**config.mk**
```make
export PLATFORM = sky130hd
export DESIGN_NAME = frame_fragment_header_generator
export DESIGN_NICKNAME = d
export VERILOG_FILES = /design/src/rtl/core/ffhg_pkg.sv /design/src/rtl/core/frame_fragment_header_generator.sv /design/src/rtl/core/ffhg_ceil_div.sv
export SDC_FILE = /design/constraint.sdc
export NUM_CORES = 1
export LEC_CHECK = 0
export BUFFER_PORTS_ARGS = -buffer_cell sky130_fd_sc_hd__buf_4
export CAP_MARGIN = 15
export CORE_UTILIZATION = 42
export DETAILED_ROUTE_END_ITERATION = 10
export PLACE_DENSITY = 0.69
export SLEW_MARGIN = 20
export SYNTH_ARGS = -nofsm -noshare
export SYNTH_HDL_FRONTEND = slang
export SYNTH_SLANG_ARGS = --single-unit
```
**constraint.sdc**
```tcl
create_clock -name clock -period 9.7 [get_ports clock]
set_clock_uncertainty 0.1 [all_clocks]
set_input_delay 0.485 -clock clock [delete_from_list [all_inputs] [get_ports clock]]
set_output_delay 0.485 -clock clock [all_outputs]
set_load 0.01 [all_outputs]
```
**src/rtl/core/ffhg_pkg.sv**
```systemverilog
// ----------------------------------------------------------------------------
// ffhg_pkg
// shared constants, types and the byte-wide crc-32 update for the
// frame fragment header generator
// ----------------------------------------------------------------------------
`default_nettype none

package ffhg_pkg;

   localparam int unsigned MAX_PAYLOAD_BYTES_DEFAULT = 1024;

   localparam int unsigned HDR_LEN    = 30;
   localparam int unsigned HDR_BITS   = 8 * HDR_LEN;
   localparam int unsigned OFFSET_W   = 5;
   localparam int unsigned SIZE_W     = 26;
   localparam int unsigned POS_W      = 27;
   localparam int unsigned NUM_W      = 16;
   localparam int unsigned COUNT_W    = 16;
   localparam int unsigned DIVIDEND_W = 28;
   localparam int unsigned CSR_ADDR_W = 4;
   localparam int unsigned CSR_DATA_W = 32;

   localparam logic [OFFSET_W-1:0] COUNT_OFFSET = OFFSET_W'(20);
   localparam logic [OFFSET_W-1:0] LAST_OFFSET  = OFFSET_W'(HDR_LEN - 1);

   localparam logic [31:0] CRC_POLY     = 32'hEDB88320;
   localparam logic [31:0] CRC_ALL_ONES = 32'hFFFFFFFF;

   typedef enum logic [1:0] {
      CSR_MAGIC   = 2'd0,
      CSR_VERSION = 2'd1,
      CSR_FLAGS   = 2'd2
   } csr_index_type;

   typedef struct packed {
      logic start;
      logic empty;
   } div_ctrl_type;

   typedef struct packed {
      logic               done;
      logic [COUNT_W-1:0] quotient;
   } div_status_type;

   // reflected crc-32, one byte, lsb first
   function automatic logic [31:0] crc32_byte(input logic [31:0] crc,
                                              input logic [7:0]  data);
      logic [31:0] c;
      c = crc ^ {24'h000000, data};
      for (int k = 0; k < 8; k++) begin
         c = c[0] ? (CRC_POLY ^ (c >> 1)) : (c >> 1);
      end
      return c;
   endfunction

endpackage

`default_nettype wire

```
**src/rtl/core/frame_fragment_header_generator.sv**
```systemverilog
// ----------------------------------------------------------------------------
// frame_fragment_header_generator
// Cuts a byte stream into fragments of at most MAX_PAYLOAD_BYTES, keeps a
// reflected crc-32 per fragment and emits a 30-byte big-endian header for
// every completed fragment and every empty-frame marker.
//
// req channel: one payload byte (or an empty-frame marker) per beat, with
// frame id, timestamp and frame size. A byte is taken every cycle but for a
// held-off closing beat; crc and counters update in the cycle it is accepted.
// rsp channel: 30 header beats per fragment, offsets 0..29, last on 29.
// The first header beat appears in the cycle after the beat that closes the
// fragment. A beat that does not close a fragment is taken even while a
// header is going out; a beat that closes one waits until the previous
// header's last beat is taken. The fragment count comes from a reciprocal
// multiply: the operand is registered on the closing beat, then the quotient,
// well before header offset 20. When the receiver stalls, the current header
// beat holds and only closing beats on req are held off. Synchronous reset
// clears the counters, header output and configuration registers and
// presets the crc to all ones; there is no clearing pass.
// Registers on psel/penable: magic at 0x0, version at 0x4, flags at 0x8.
// ----------------------------------------------------------------------------
`default_nettype none

module frame_fragment_header_generator #(
   parameter int unsigned MAX_PAYLOAD_BYTES = ffhg_pkg::MAX_PAYLOAD_BYTES_DEFAULT
) (
   input  wire logic                             clock,
   input  wire logic                             reset,

   input  wire logic                             req_valid,
   output      logic                             req_ready,
   input  wire logic                             req_mode,
   input  wire logic [7:0]                       req_data_byte,
   input  wire logic [31:0]                      req_frame_id,
   input  wire logic [63:0]                      req_timestamp_us,
   input  wire logic [ffhg_pkg::SIZE_W-1:0]      req_frame_size,

   output      logic                             rsp_valid,
   input  wire logic                             rsp_ready,
   output      logic [7:0]                       rsp_header_byte,
   output      logic [ffhg_pkg::OFFSET_W-1:0]    rsp_byte_offset,
   output      logic                             rsp_last,

   input  wire logic                             psel,
   input  wire logic                             penable,
   input  wire logic                             pwrite,
   input  wire logic [ffhg_pkg::CSR_ADDR_W-1:0]  paddr,
   input  wire logic [ffhg_pkg::CSR_DATA_W-1:0]  pwdata,
   output      logic [ffhg_pkg::CSR_DATA_W-1:0]  prdata,
   output      logic                             pready
);
   import ffhg_pkg::*;

   localparam int unsigned LEN_W = $clog2(MAX_PAYLOAD_BYTES + 1);
   localparam logic [LEN_W-1:0] MAX_LEN = LEN_W'(MAX_PAYLOAD_BYTES);

   // configuration registers
   logic [15:0] magic_ff;
   logic [7:0]  version_ff;
   logic [7:0]  flags_ff;

   // fragmenter state
   logic [31:0]      crc_ff, crc_in;
   logic [POS_W-1:0] pos_ff, pos_in;
   logic [NUM_W-1:0] num_ff, num_in;
   logic [LEN_W-1:0] len_ff, len_in;

   // header held for emission
   logic [31:0]        id_ff;
   logic [63:0]        ts_ff;
   logic [SIZE_W-1:0]  size_ff;
   logic [NUM_W-1:0]   index_ff;
   logic [COUNT_W-1:0] plen_ff;
   logic [31:0]        crc_out_ff;
   logic               busy_ff, busy_in;
   logic [OFFSET_W-1:0] offset_ff, offset_in;

   logic [31:0]      crc_next;
   logic [POS_W-1:0] pos_inc, size_ext;
   logic [LEN_W-1:0] len_inc;
   logic             in_range, frame_end, frag_full, would_emit;
   logic             req_fire, rsp_fire, last_fire, load;
   logic             csr_write;

   logic [HDR_BITS-1:0] hdr_vec;
   logic [7:0]          hdr_arr [HDR_LEN];

   div_ctrl_type   div_ctrl;
   div_status_type div_status;

   // ---------------------------------------------------------------- csr
   assign pready    = 1'b1;
   assign csr_write = psel & penable & pwrite & pready;

   always_ff @(posedge clock) begin
      if (reset) begin
         magic_ff   <= '0;
         version_ff <= '0;
         flags_ff   <= '0;
      end else if (csr_write) begin
         unique case (paddr[CSR_ADDR_W-1:2])
            CSR_MAGIC:   magic_ff   <= pwdata[15:0];
            CSR_VERSION: version_ff <= pwdata[7:0];
            CSR_FLAGS:   flags_ff   <= pwdata[7:0];
            default: ;
         endcase
      end
   end

   always_comb begin
      unique case (paddr[CSR_ADDR_W-1:2])
         CSR_MAGIC:   prdata = CSR_DATA_W'(magic_ff);
         CSR_VERSION: prdata = CSR_DATA_W'(version_ff);
         CSR_FLAGS:   prdata = CSR_DATA_W'(flags_ff);
         default:     prdata = '0;
      endcase
   end

   // ---------------------------------------------------------- fragmenter
   assign crc_next   = crc32_byte(crc_ff, req_data_byte);
   assign pos_inc    = pos_ff + POS_W'(1);
   assign len_inc    = len_ff + LEN_W'(1);
   assign size_ext   = POS_W'(req_frame_size);
   assign in_range   = (pos_ff < size_ext);
   assign frame_end  = (pos_inc == size_ext);
   assign frag_full  = (len_inc == MAX_LEN);
   assign would_emit = req_mode | (in_range & (frame_end | frag_full));

   assign rsp_fire  = rsp_valid & rsp_ready;
   assign last_fire = rsp_fire & (offset_ff == LAST_OFFSET);
   // a closing beat needs the header register free by the next edge
   assign req_ready = ~would_emit | ~busy_ff | last_fire;
   assign req_fire  = req_valid & req_ready;
   assign load      = req_fire & would_emit;

   always_comb begin
      crc_in = crc_ff;
      pos_in = pos_ff;
      num_in = num_ff;
      len_in = len_ff;
      if (req_fire) begin
         if (req_mode || !in_range) begin
            // empty marker or byte past the frame: drop the partial frame
            crc_in = CRC_ALL_ONES;
            pos_in = '0;
            num_in = '0;
            len_in = '0;
         end else if (frame_end) begin
            crc_in = CRC_ALL_ONES;
            pos_in = '0;
            num_in = '0;
            len_in = '0;
         end else if (frag_full) begin
            crc_in = CRC_ALL_ONES;
            pos_in = pos_inc;
            num_in = num_ff + NUM_W'(1);
            len_in = '0;
         end else begin
            crc_in = crc_next;
            pos_in = pos_inc;
            len_in = len_inc;
         end
      end
   end

   always_ff @(posedge clock) begin
      if (reset) begin
         crc_ff <= CRC_ALL_ONES;
         pos_ff <= '0;
         num_ff <= '0;
         len_ff <= '0;
      end else begin
         crc_ff <= crc_in;
         pos_ff <= pos_in;
         num_ff <= num_in;
         len_ff <= len_in;
      end
   end

   // ------------------------------------------------------------- header
   always_ff @(posedge clock) begin
      if (load) begin
         id_ff      <= req_frame_id;
         ts_ff      <= req_timestamp_us;
         size_ff    <= req_mode ? '0 : req_frame_size;
         index_ff   <= req_mode ? '0 : num_ff;
         plen_ff    <= req_mode ? '0 : COUNT_W'(len_inc);
         crc_out_ff <= req_mode ? '0 : ~crc_next;
      end
   end

   assign div_ctrl.start = load;
   assign div_ctrl.empty = req_mode;

   ffhg_ceil_div #(
      .MAX_PAYLOAD_BYTES (MAX_PAYLOAD_BYTES)
   ) u_ceil_div (
      .clock       (clock),
      .reset       (reset),
      .ctrl        (div_ctrl),
      .total_bytes (req_frame_size),
      .status      (div_status)
   );

   always_comb begin
      busy_in   = busy_ff;
      offset_in = offset_ff;
      if (rsp_fire) begin
         if (offset_ff == LAST_OFFSET) begin
            busy_in = 1'b0;
         end else begin
            offset_in = offset_ff + OFFSET_W'(1);
         end
      end
      if (load) begin
         busy_in   = 1'b1;
         offset_in = '0;
      end
   end

   always_ff @(posedge clock) begin
      if (reset) begin
         busy_ff   <= 1'b0;
         offset_ff <= '0;
      end else begin
         busy_ff   <= busy_in;
         offset_ff <= offset_in;
      end
   end

   assign hdr_vec = {magic_ff, version_ff, flags_ff, id_ff, ts_ff,
                     {(32 - SIZE_W){1'b0}}, size_ff, div_status.quotient,
                     index_ff, plen_ff, crc_out_ff};

   always_comb begin
      for (int i = 0; i < HDR_LEN; i++) begin
         hdr_arr[i] = hdr_vec[HDR_BITS - 1 - 8 * i -: 8];
      end
   end

   // count bytes and every beat after them wait for the divider
   assign rsp_valid       = busy_ff & ((offset_ff < COUNT_OFFSET) | div_status.done);
   assign rsp_header_byte = hdr_arr[offset_ff];
   assign rsp_byte_offset = offset_ff;
   assign rsp_last        = (offset_ff == LAST_OFFSET);

endmodule

`default_nettype wire

```
**src/rtl/core/ffhg_ceil_div.sv**
```systemverilog
// ----------------------------------------------------------------------------
// ffhg_ceil_div
// fragment count: ceil(total / MAX_PAYLOAD_BYTES) by reciprocal multiplication,
// operand registered on start, pending flag set, quotient registered from the product later
// ----------------------------------------------------------------------------
`default_nettype none

module ffhg_ceil_div #(
   parameter int unsigned MAX_PAYLOAD_BYTES = ffhg_pkg::MAX_PAYLOAD_BYTES_DEFAULT
) (
   input  wire logic                         clock,
   input  wire logic                         reset,
   input  wire ffhg_pkg::div_ctrl_type       ctrl,
   input  wire logic [ffhg_pkg::SIZE_W-1:0]  total_bytes,
   output      ffhg_pkg::div_status_type     status
);
   import ffhg_pkg::*;

   // floor(x * RECIP / 2^SHIFT) is exact for every x below 2^DIVIDEND_W
   localparam int unsigned SHIFT   = DIVIDEND_W + $clog2(MAX_PAYLOAD_BYTES);
   localparam int unsigned RECIP_W = DIVIDEND_W + 1;
   localparam int unsigned PROD_W  = SHIFT + COUNT_W;
   localparam logic [63:0] RECIP_WIDE =
      ((64'd1 << SHIFT) + 64'(MAX_PAYLOAD_BYTES) - 64'd1) / 64'(MAX_PAYLOAD_BYTES);
   localparam logic [RECIP_W-1:0] RECIP = RECIP_W'(RECIP_WIDE);

   logic [DIVIDEND_W-1:0] dividend;
   logic [DIVIDEND_W-1:0] num_ff, num_in;
   logic                  pend_ff;
   logic [COUNT_W-1:0]    quot_ff;
   logic [PROD_W-1:0]     product;

   assign dividend = DIVIDEND_W'(total_bytes) + DIVIDEND_W'(MAX_PAYLOAD_BYTES - 1);
   // an empty frame always reports a single fragment
   assign num_in   = ctrl.empty ? DIVIDEND_W'(MAX_PAYLOAD_BYTES) : dividend;
   // low bits of the product are exact, only the quotient field is kept
   assign product  = PROD_W'(num_ff) * PROD_W'(RECIP);

   always_ff @(posedge clock) begin
      if (reset) begin
         pend_ff <= 1'b0;
      end else begin
         pend_ff <= ctrl.start;
      end
   end

   always_ff @(posedge clock) begin
      if (ctrl.start) begin
         num_ff <= num_in;
      end
      if (pend_ff) begin
         quot_ff <= product[SHIFT +: COUNT_W];
      end
   end

   assign status.done     = ~pend_ff;
   assign status.quotient = quot_ff;

endmodule

`default_nettype wire

```
# == Word level (Yosys, flattened, before mapping) ==
# Index checks and enable logic that the tools add are counted.
# word_totals
ff_bits,353
latch_bits,0
mem_bits_rw,0
mem_bits_ro,0
n_memories,0
# classes
n_addsub,5
n_mul,0
div,0
magnitude_cmp,3
n_eq_ne,5
n_shift,0
n_mux,26
bitwise_logic,28
reduce_logical,13
# ops
cell,count
2-to-1 mux 32 bit,11
inverter 13 -> 14 bit,8
2-to-1 mux 27 bit,2
2-to-1 mux 16 bit,3
one-hot mux 16 bit (3 select lines),1
binary-select mux 8 bit (select 5 bit),1
2-to-1 mux 11 bit,3
inverter 32 bit,1
XOR 32 x 8 -> 32 bit,1
"adder 27 x 1 -> 27 bit, second input constant",1
== test 27 x 26 -> 1 bit,1
less-than comparator 27 x 26 -> 1 bit,1
"adder 26 x 10 -> 26 bit, second input constant",1
"adder 16 x 1 -> 16 bit, second input constant",1
2-to-1 mux 8 bit,2
AND reduction 2 bit,6
"adder 11 x 1 -> 11 bit, second input constant",1
"== test 11 bit, second input constant",1
AND 1 bit,8
"greater-or-equal comparator 6 bit, second input constant",1
inverter 5 -> 6 bit,1
"adder 5 x 1 -> 5 bit, second input constant",1
"== test 5 bit, second input constant",1
"less-than comparator 5 bit, second input constant",1
other kinds (11),21

# == Logic depth before layout (Yosys ltp) ==
# Gate-level depths: netlist of run 1.
# logic_depth
ltp_word,20
mapped_depth,14
ltp_nobuf,11

# == By module ==
# From an unflattened synthesis of run 1, not the netlist that was laid out.
# hier_totals
cells_unflattened,1614
area_unflattened_um2,17649.4
# modules_own_cells
mod,instances,cells_each,area_per_inst_um2,seq_area_each_um2
frame_fragment_header_generator,1,1505,16123.0,7917.6
ffhg_ceil_div,1,109,1526.5,980.9

# == Least setup slack after synthesis of run 1 ==
# OpenSTA, ideal clock, no wires.
# synth_path
path_type,register -> register
startpoint,register pos_ff[8]
endpoint,register crc_out_ff[0] (enable)
setup_ns,0.580
t_arrival_ns,7.198
setup_slack_ns,1.822
stages_incl_launch_ff,12
cell_sequence,dfxtp_1 > buf_2 > nand4_1 > nor4_4 > nand4_1 > o311ai_0 > a31o_1 > and4_1 > buf_4 > a21oi_1 > o21bai_2 > and2_1
# synth_between
elab_chain_cells,10
elab_cells_between_ends,11
classes_between,add/sub: 1; order compare: 1; eq/ne: 1; bitwise: 8
# synth_rtl
item,line_no,rtl
start: declaration,frame_fragment_header_generator.sv:64,"logic [POS_W-1:0] pos_ff, pos_in;"
start signal: assignment,frame_fragment_header_generator.sv:174,pos_ff <= pos_in;
adder 27 x 1 -> 27 bit,frame_fragment_header_generator.sv:121,assign pos_inc = pos_ff + POS_W'(1);
== test 27 x 26 -> 1 bit,frame_fragment_header_generator.sv:125,assign frame_end = (pos_inc == size_ext);
bitwise OR 1 bit,frame_fragment_header_generator.sv:127,assign would_emit = req_mode | (in_range & (frame_end | frag_full));
AND 1 bit *,frame_fragment_header_generator.sv:127,
bitwise OR 1 bit *,frame_fragment_header_generator.sv:127,
inverter 1 bit,frame_fragment_header_generator.sv:132,assign req_ready = ~would_emit | ~busy_ff | last_fire;
bitwise OR 1 bit (2 in series),frame_fragment_header_generator.sv:132,
AND 1 bit,frame_fragment_header_generator.sv:133,assign req_fire = req_valid & req_ready;
AND 1 bit *,frame_fragment_header_generator.sv:134,assign load = req_fire & would_emit;
end signal: assignment,frame_fragment_header_generator.sv:188,crc_out_ff <= req_mode ? '0 : ~crc_next;
end: declaration,frame_fragment_header_generator.sv:74,logic [31:0] crc_out_ff;
# Mark *: on every way between the ends. The rest lies on a longest branch, timed or not.
# A chain may end at the register's enable or synchronous reset.

# == Final worst setup path of run 1 ==
# layout_path
startpoint,register pos_ff[1]
endpoint,register id_ff[31] (enable)
# layout_between
elab_chain_cells,10
elab_cells_between_ends,11
classes_between,add/sub: 1; order compare: 1; eq/ne: 1; bitwise: 8
# layout_rtl
item,line_no,rtl
adder 27 x 1 -> 27 bit,frame_fragment_header_generator.sv:121,
== test 27 x 26 -> 1 bit,frame_fragment_header_generator.sv:125,
bitwise OR 1 bit,frame_fragment_header_generator.sv:127,
AND 1 bit *,frame_fragment_header_generator.sv:127,
bitwise OR 1 bit *,frame_fragment_header_generator.sv:127,
inverter 1 bit,frame_fragment_header_generator.sv:132,
bitwise OR 1 bit (2 in series),frame_fragment_header_generator.sv:132,
AND 1 bit,frame_fragment_header_generator.sv:133,
AND 1 bit *,frame_fragment_header_generator.sv:134,
end signal: assignment,frame_fragment_header_generator.sv:183,id_ff <= req_frame_id;
end: declaration,frame_fragment_header_generator.sv:69,logic [31:0] id_ff;
# Marked as above.

==> results of run 1 <==
## registers in the layout, summed over array words and instances (netlist names), 26 cells and up
name,count
size_ff,26
id_ff,32
ts_ff,64
crc_ff,32
pos_ff,27
crc_out_ff,32
## layout by cell type, fill, tap and decap left out, drive strengths merged, types with 9 or more instances in the layout
| master | netlist | layout |
|---|---|---|
| a211oi | 15 | 15 |
| a21oi | 74 | 74 |
| a221oi | 9 | 9 |
| and2 | 15 | 15 |
| and3 | 18 | 18 |
| buf | 53 | 202 |
| clkbuf | 58 | 51 |
| clkinv | 1 | 12 |
| conb | 2 | 17 |
| dfxtp | 125 | 125 |
| edfxtp | 213 | 213 |
| ha | 31 | 31 |
| inv | 42 | 47 |
| mux2 | 11 | 11 |
| mux2i | 35 | 35 |
| mux4 | 57 | 57 |
| nand2 | 137 | 137 |
| nand3 | 47 | 47 |
| nand4 | 20 | 20 |
| nand4b | 10 | 10 |
| nor2 | 139 | 139 |
| nor2b | 26 | 26 |
| nor3 | 18 | 18 |
| nor4 | 9 | 9 |
| o21ai | 47 | 47 |
| o22a | 31 | 31 |
| o22ai | 10 | 10 |
| o31ai | 9 | 9 |
| xnor2 | 87 | 87 |
| xor2 | 36 | 36 |
## through the flow
stage	area (um2)	worst slack (ns)	util
2_1_floorplan	17140	1.822	-
4_1_cts	20050	4.032	0.5023
3_3_place_gp	18800	4.172	0.4709
3_5_place_dp	18800	4.075	0.4709
5_1_grt	20050	3.580	0.5023
6_report	20050	3.975	0.5023
## metal layers
layer	track usage	routed length, um
met1	0.2856	19210
met2	0.3635	21840
met4	0.05424	853
met5	0	10
met3	0.03931	3434
## layout make-up
type / instances / share of cell area
flip-flops and latches: 338 / 0.4441
clock inverters: 19 / 0.01017
clock buffers: 51 / 0.05236
well taps: 525 / 0.03276
repair buffers: 202 / 0.07564
inverters: 43 / 0.008050
multi-input cells: 1028 / 0.3769
## cells by family after synthesis
| logic type | after synthesis | share of synthesized area |
|---|---|---|
| AO/OA/AOI/OAI | 268 | 0.1091 |
| adder cells (fa/ha/maj) | 31 | 0.02271 |
| flip-flops | 338 | 0.5210 |
| other | 2 | 0.0004397 |
| multiplexers | 103 | 0.1029 |
| XOR/XNOR | 123 | 0.06308 |
| AND/OR/NAND/NOR | 486 | 0.1403 |
| buffers and inverters | 154 | 0.04044 |
## worst max path at each step
stage | end | cells after the start | slack, ns
final | id_ff[31] | 11 | 3.97
after CTS | ts_ff[23] | 10 | 4.03
after floorplan | crc_out_ff[0] | 11 | 1.82
after global placement | ts_ff[51] | 10 | 4.17
after detailed placement | ts_ff[23] | 10 | 4.08
after global routing | ts_ff[31] | 11 | 3.58
## power by group through the flow
stage / Clock [mW] / Sequential (mW) / Combinational [mW]
2_1_floorplan: 0 / 1.69 / 0.367
3_3_place_gp: 0 / 1.69 / 0.527
3_5_place_dp: 0 / 1.69 / 0.532
4_1_cts: 1.47 / 1.66 / 0.536
5_1_grt: 1.52 / 1.67 / 0.576
6_report: 1.44 / 1.66 / 0.532
==> flow_summary.rst, run 1 <==
.. list-table::
   :header-rows: 1

   * - Metric
     - Value
   * - Worst flop-to-flop path endpoint
     - id_ff[31]
   * - Aggregate routed wire length
     - 45.35 mm
   * - Post-Synthesis Cell Area
     - 17080 um2
   * - Crit path capture type
     - flip-flop
   * - Critical path cell sequence
     - ha_1 -> nand3_1 -> nor4_4 -> nand4_1 -> o311ai_0 -> a31o_1 -> and4_1 -> a21oi_1 -> o21bai_2 -> and2_4 -> buf_4
   * - Setup repair after global routing missed its margin
     - false
   * - Multi-input combinational cell area
     - 7556 um2
   * - Req. time, crit path
     - 9.75 ns
   * - Number of instances in the synthesized netlist
     - 1505
   * - Clock share of power
     - 0.396
   * - Number of storage elements in the synthesis netlist
     - 338
   * - Worst-Skew Late Latency
     - 0.53 ns
   * - Cell at the root of the clock tree
     - clkbuf_16
   * - Upper clock frequency limit
     - 174.7 MHz
   * - Post-layout total power
     - 3.630 mW
   * - Floorplan Core Area
     - 39910 um2
   * - CP top delay family
     - simple AND/OR/NAND/NOR gates
   * - Max FO, Critical Path
     - 75
   * - Final setup fails
     - 0
   * - PostCTS Resize Cnt
     - 0
   * - Number of clock buffers inserted by TritonCTS
     - 38
   * - Reg-to-reg startpoint
     - pos_ff[1]
   * - Share of the cycle needed by the critical path after routing
     - 0.5902
   * - Number of enable flip-flop cells after synthesis
     - 213
   * - Layout cell share with drive strength beyond 1
     - 0.2106
   * - Sink of the worst hold path
     - id_ff[28]
   * - Proportion of total power due to net switching
     - 0.2565
   * - DP HPWL
     - 31.58 mm
   * - Category of the worst setup path launch point
     - flip-flop
   * - Power per unit of standard cell area
     - 181.1 nW/um2
   * - Cts hold-fix bufs
     - 0
   * - Die W
     - 203.7 um
   * - Data arrival at the endpoint of the critical path
     - 5.77 ns
   * - Violation count after the first detailed-routing iteration
     - 1137
   * - Clock transition at path regs
     - 0.06 ns
   * - FILL cells
     - 3453
   * - Sequential cell area fraction in the yosys report
     - 0.5210
   * - Total number of nets in the final design
     - 1856
   * - Global-route wire length before repair
     - 69.43 mm
   * - Detailed-route wire length per cell
     - 20.56 um
   * - Setup repair bufs after CTS
     - 0
   * - Vias after detailed routing
     - 12540
   * - Post-route non-filler standard cell count
     - 2206
   * - Worst path slowest cell
     - buf_4
   * - Most numerous cell types in the synthesized netlist
     - edfxtp_1 (213), nor2_1 (139), nand2_1 (136)
   * - Most common flop cell mapped by yosys
     - edfxtp_1
   * - Worst vdd ir
     - 0.1323 mV
   * - Floorplan die height
     - 203.7 um
   * - Number of hold-slack violations in the final timing report
     - 0
   * - Async S/R FF share, synth
     - 0
   * - Number of violations of the max-capacitance limit
     - 0
   * - Die area
     - 41480 um2
   * - Number of synthesis warnings
     - 0
   * - DRC violations left
     - 0
   * - Remaining max-slew budget at the tightest pin
     - 0.2996
   * - R2R depth
     - 11
   * - Final worst hold slack
     - 0.03184 ns
   * - Worst Setup SP
     - pos_ff[1]
   * - Cell with the most instances after synthesis
     - edfxtp_1
   * - Ant diodes
     - 0
   * - Maximum number of buffers from clock root to sink
     - 3
   * - Number of slew-limit violations in the final report
     - 0
   * - Clock tree from TritonCTS
     - built
   * - Combinational power share
     - 0.147
   * - Hold Path Cell Cnt
     - 1
   * - Highest cell delay on the worst timing path
     - 0.85 ns
   * - Layout overhead on the synthesized area
     - 17.39%
   * - Total congestion overflow after global routing
     - 0
   * - Reg2reg setup slack
     - 3.97 ns
   * - Netlist cell types
     - 80
   * - Routability cong.
     - 0.8650
   * - Number of sinks on the clock net
     - 338
   * - Sum of negative setup slack
     - 0 ns
   * - Post-synth top area share
     - 0.3745
   * - Clock period minus final worst setup slack
     - 5.725 ns
   * - Cell internal pwr
     - 2.699 mW
   * - Run status
     - finished, final reports clean
   * - Synth top area cells
     - edfxtp_1 (37%), dfxtp_1 (15%), mux4_2 (7.5%)
   * - Largest area contributor in the netlist
     - edfxtp_1
   * - Hold Crit Start
     - req_frame_id[28]
   * - Quantity of I/O buffers inserted on ports
     - 187
   * - First-pass iteration count of the detailed router
     - 5
   * - Top-level port count
     - 223
   * - Kind of critical path
     - reg2reg
   * - Type of the worst min-delay path
     - in2reg
   * - Placement Rows
     - 73
   * - Slew at the pin closest to its max-slew limit
     - 1.051 ns
   * - Initial cell density of the core
     - 0.4279
   * - Sequential cell area
     - 8905 um2
   * - Placed cell count
     - 2136
   * - Max H-tree Level
     - 2
   * - Antenna Nets Post-Route
     - 0
   * - Per-instance average area after synthesis
     - 11.35 um2
   * - Switching power
     - 931.0 uW
   * - Seq pwr share
     - 0.458
   * - Static Leak
     - 7.079 nW
   * - Buffers and inverters on the worst path
     - 1
   * - Antenna violations before repair
     - 1
   * - Vias in the first global route
     - 12230
   * - GRT Overall Usage
     - 0.2158
   * - Vias/cell
     - 5.686
   * - Maximum number of pins on one net before global-route repair
     - 105
(Power assumes the default switching activity.)
==> inputs of run 2 (changes only) <==
==> constraint.sdc (replaced) <==
create_clock -name clock -period 5.6 [get_ports clock]
set_clock_uncertainty 0.1 [all_clocks]
set_input_delay 0.28 -clock clock [delete_from_list [all_inputs] [get_ports clock]]
set_output_delay 0.28 -clock clock [all_outputs]
set_load 0.01 [all_outputs]
==> run 2 against run 1 <==
Against the previous run:
- design area up 6.5%
- global-route usage is 1.6 points higher
- register-to-register slack worse by 3.2 ns
- hold slack lost 0.0041 ns
- critical endpoint is now num_ff[10]
==> flow_summary.rst, run 2 (same netlist as run 1, synthesis figures left out) <==
.. list-table::
   :header-rows: 1

   * - Metric
     - Value
   * - Global-route wire length before repair
     - 74.04 mm (+6.6%)
   * - Reg-to-reg startpoint
     - pos_ff[1]
   * - Req. time, crit path
     - 5.95 ns (-3.80 ns)
   * - Flip-flop count of the largest register, all copies and words added
     - 64 (unchanged)
   * - Data arrival at the endpoint of the critical path
     - 5.17 ns (-0.60 ns)
   * - Vias after detailed routing
     - 13220 (+5.4%)
   * - Clock period minus final worst setup slack
     - 4.819 ns (-0.9065 ns)
   * - DRC violations left
     - 0 (unchanged)
   * - Clock transition at path regs
     - 0.06 ns (about the same)
   * - Run status
     - finished, final reports clean
   * - R2R depth
     - 11 (unchanged)
   * - Type of the worst min-delay path
     - in2reg
   * - Number of clock buffers inserted by TritonCTS
     - 38 (unchanged)
   * - Smallest setup slack after layout
     - 0.7811 ns (-3.194 ns)
   * - Floorplan die height
     - 203.7 um (unchanged)
   * - Number of sinks on the clock net
     - 338 (unchanged)
   * - DP HPWL
     - 32.70 mm (+3.5%)
   * - Die area
     - 41480 um2 (unchanged)
   * - Number of slew-limit violations in the final report
     - 0 (unchanged)
   * - Cell at the root of the clock tree
     - clkbuf_16
   * - Remaining max-slew budget at the tightest pin
     - 0.2908 (-0.008783)
   * - Ant diodes
     - 0 (unchanged)
   * - Total number of nets in the final design
     - 1978 (+6.6%)
   * - Total congestion overflow after global routing
     - 0 (unchanged)
   * - Detailed-route wire length per cell
     - 20.71 um (+0.73%)
   * - Crit path capture type
     - flip-flop
   * - Upper clock frequency limit
     - 207.5 MHz (+19%)
   * - Post-layout util
     - 0.5348 (+0.03251)
   * - First-pass iteration count of the detailed router
     - 7 (+2)
   * - Vias/cell
     - 5.680 (-0.11%)
   * - Hold Crit Start
     - req_frame_size[4]
   * - Maximum number of buffers from clock root to sink
     - 3 (unchanged)
   * - Layout cell share with drive strength beyond 1
     - 0.2024 (-0.008149)
   * - Maximum number of pins on one net before global-route repair
     - 105 (unchanged)
   * - Vias in the first global route
     - 12800 (+4.7%)
   * - Max H-tree Level
     - 2 (unchanged)
   * - Final worst hold slack
     - 0.02770 ns (-0.004140 ns)
   * - Dpl ws
     - 0.8996 ns (-3.176 ns)
   * - Kind of critical path
     - reg2reg
   * - Most frequent cells in the layout
     - edfxtp_1 (213), buf_4 (204), nor2_1 (139), nand2_1 (136), dfxtp_1 (122)
   * - Floorplan Core Area
     - 39910 um2 (unchanged)
   * - Aggregate routed wire length
     - 48.21 mm (+6.3%)
   * - Biggest register
     - ts_ff
   * - GRT Overall Usage
     - 0.2318 (+0.01600)
   * - Worst flop-to-flop path endpoint
     - num_ff[10]
   * - Share of the cycle needed by the critical path after routing
     - 0.8605 (+0.2703)
   * - Antenna Nets Post-Route
     - 0 (unchanged)
   * - Reg2reg setup slack
     - 0.78 ns (-3.19 ns)
   * - Slew at the pin closest to its max-slew limit
     - 1.064 ns (+0.01317 ns)
   * - Placement Rows
     - 73 (unchanged)
   * - Worst vdd ir
     - 0.1766 mV (+34%)
   * - Hold Path Cell Cnt
     - 3 (+2)
   * - Worst-Skew Late Latency
     - 0.55 ns (+0.02 ns)
   * - PostCTS Resize Cnt
     - 0 (unchanged)
   * - Routability cong.
     - 0.8675 (+0.29%)
   * - Category of the worst setup path launch point
     - flip-flop
   * - Setup repair bufs after CTS
     - 0 (unchanged)
   * - Static Leak
     - 7.619 nW (+7.6%)
   * - Clock tree from TritonCTS
     - built
   * - Layout overhead on the synthesized area
     - 24.99%
   * - Sink of the worst hold path
     - size_ff[4]
   * - Power per unit of standard cell area
     - 300.6 nW/um2 (+66%)
   * - Initial cell density of the core
     - 0.4279 (unchanged)
   * - Antenna violations before repair
     - 1 (unchanged)
   * - Cts hold-fix bufs
     - 116 (+116)
   * - Most frequent standard cell in the layout excluding fill and tap cells
     - edfxtp_1
   * - Top-level port count
     - 223 (unchanged)
   * - Setup repair after global routing missed its margin
     - false
   * - Final setup fails
     - 0 (unchanged)
   * - Violation count after the first detailed-routing iteration
     - 1192 (+4.8%)
   * - Max FO, Critical Path
     - 27 (-64%)
   * - Number of violations of the max-capacitance limit
     - 0 (unchanged)
   * - Die W
     - 203.7 um (unchanged)
   * - Quantity of I/O buffers inserted on ports
     - 187 (unchanged)
   * - Number of hold-slack violations in the final timing report
     - 0 (unchanged)
   * - Sum of negative setup slack
     - 0 ns (unchanged)
[run 2: final cells by class]
class / instances / area (um2)
Inverter: 43 / 161.4
Timing Repair Buffer: 324 / 2773
Tap cell: 525 / 656.9
Sequential cell: 338 / 8905
Clock inverter: 19 / 202.7
Multi-Input combinational cell: 1028 / 7567
Clock buffer: 51 / 1081
Fill cell: 3314 / 18570
[run 2: worst max path at each step]
stage | start | to | slack [ns] | cells past startpoint
after floorplan | pos_ff[8] | crc_out_ff[0] | 0.93 | 11
after global placement | pos_ff[1] | num_ff[10] | 1.04 | 11
after detailed placement | pos_ff[1] | num_ff[10] | 0.90 | 11
after CTS | pos_ff[1] | num_ff[10] | 0.86 | 11
after global routing | pos_ff[1] | num_ff[10] | 0.50 | 11
final | pos_ff[1] | num_ff[10] | 0.78 | 11
[run 2: metrics by stage]
stage               std cells  power [mW]  cell area, um2
floorplan                1520       3.544           17140
global placement         2142       3.838           18900
detailed placement       2142       3.860           18900
CTS                      2328       6.454           21340
global route             2328       6.645           21350
finish                   2328       6.417           21350
[run 2: layer usage]
metal  track usage  vias to the layer above  wire length, um
met1        0.3055                     6469            19990
met4       0.09989                        2             1777
met2        0.3750                      576            22750
met5             0                        -               11
met3       0.03995                       92             3687
li1              -                     6084                -
[run 2: worst max-delay path, stage by stage (launching register included)]
cell and delay (ns):
dfxtp_1 0.44, ha_1 0.29, nand3_1 0.38, nor4_4 0.71, nand2_1 0.17, mux2_1 0.35
a31o_1 0.22, and4_1 0.24, buf_4 0.21, a21oi_4 0.70, nand3_1 0.48, o41ai_1 0.42
[run 2: power by group]
group	switching, mW	leakage, nW	internal, mW	total, mW
logic	0.551	3.98	0.446	0.997
clock network	1.03	0.626	1.51	2.54
registers	0.0683	3.01	2.82	2.88
total	1.64	7.62	4.77	6.42
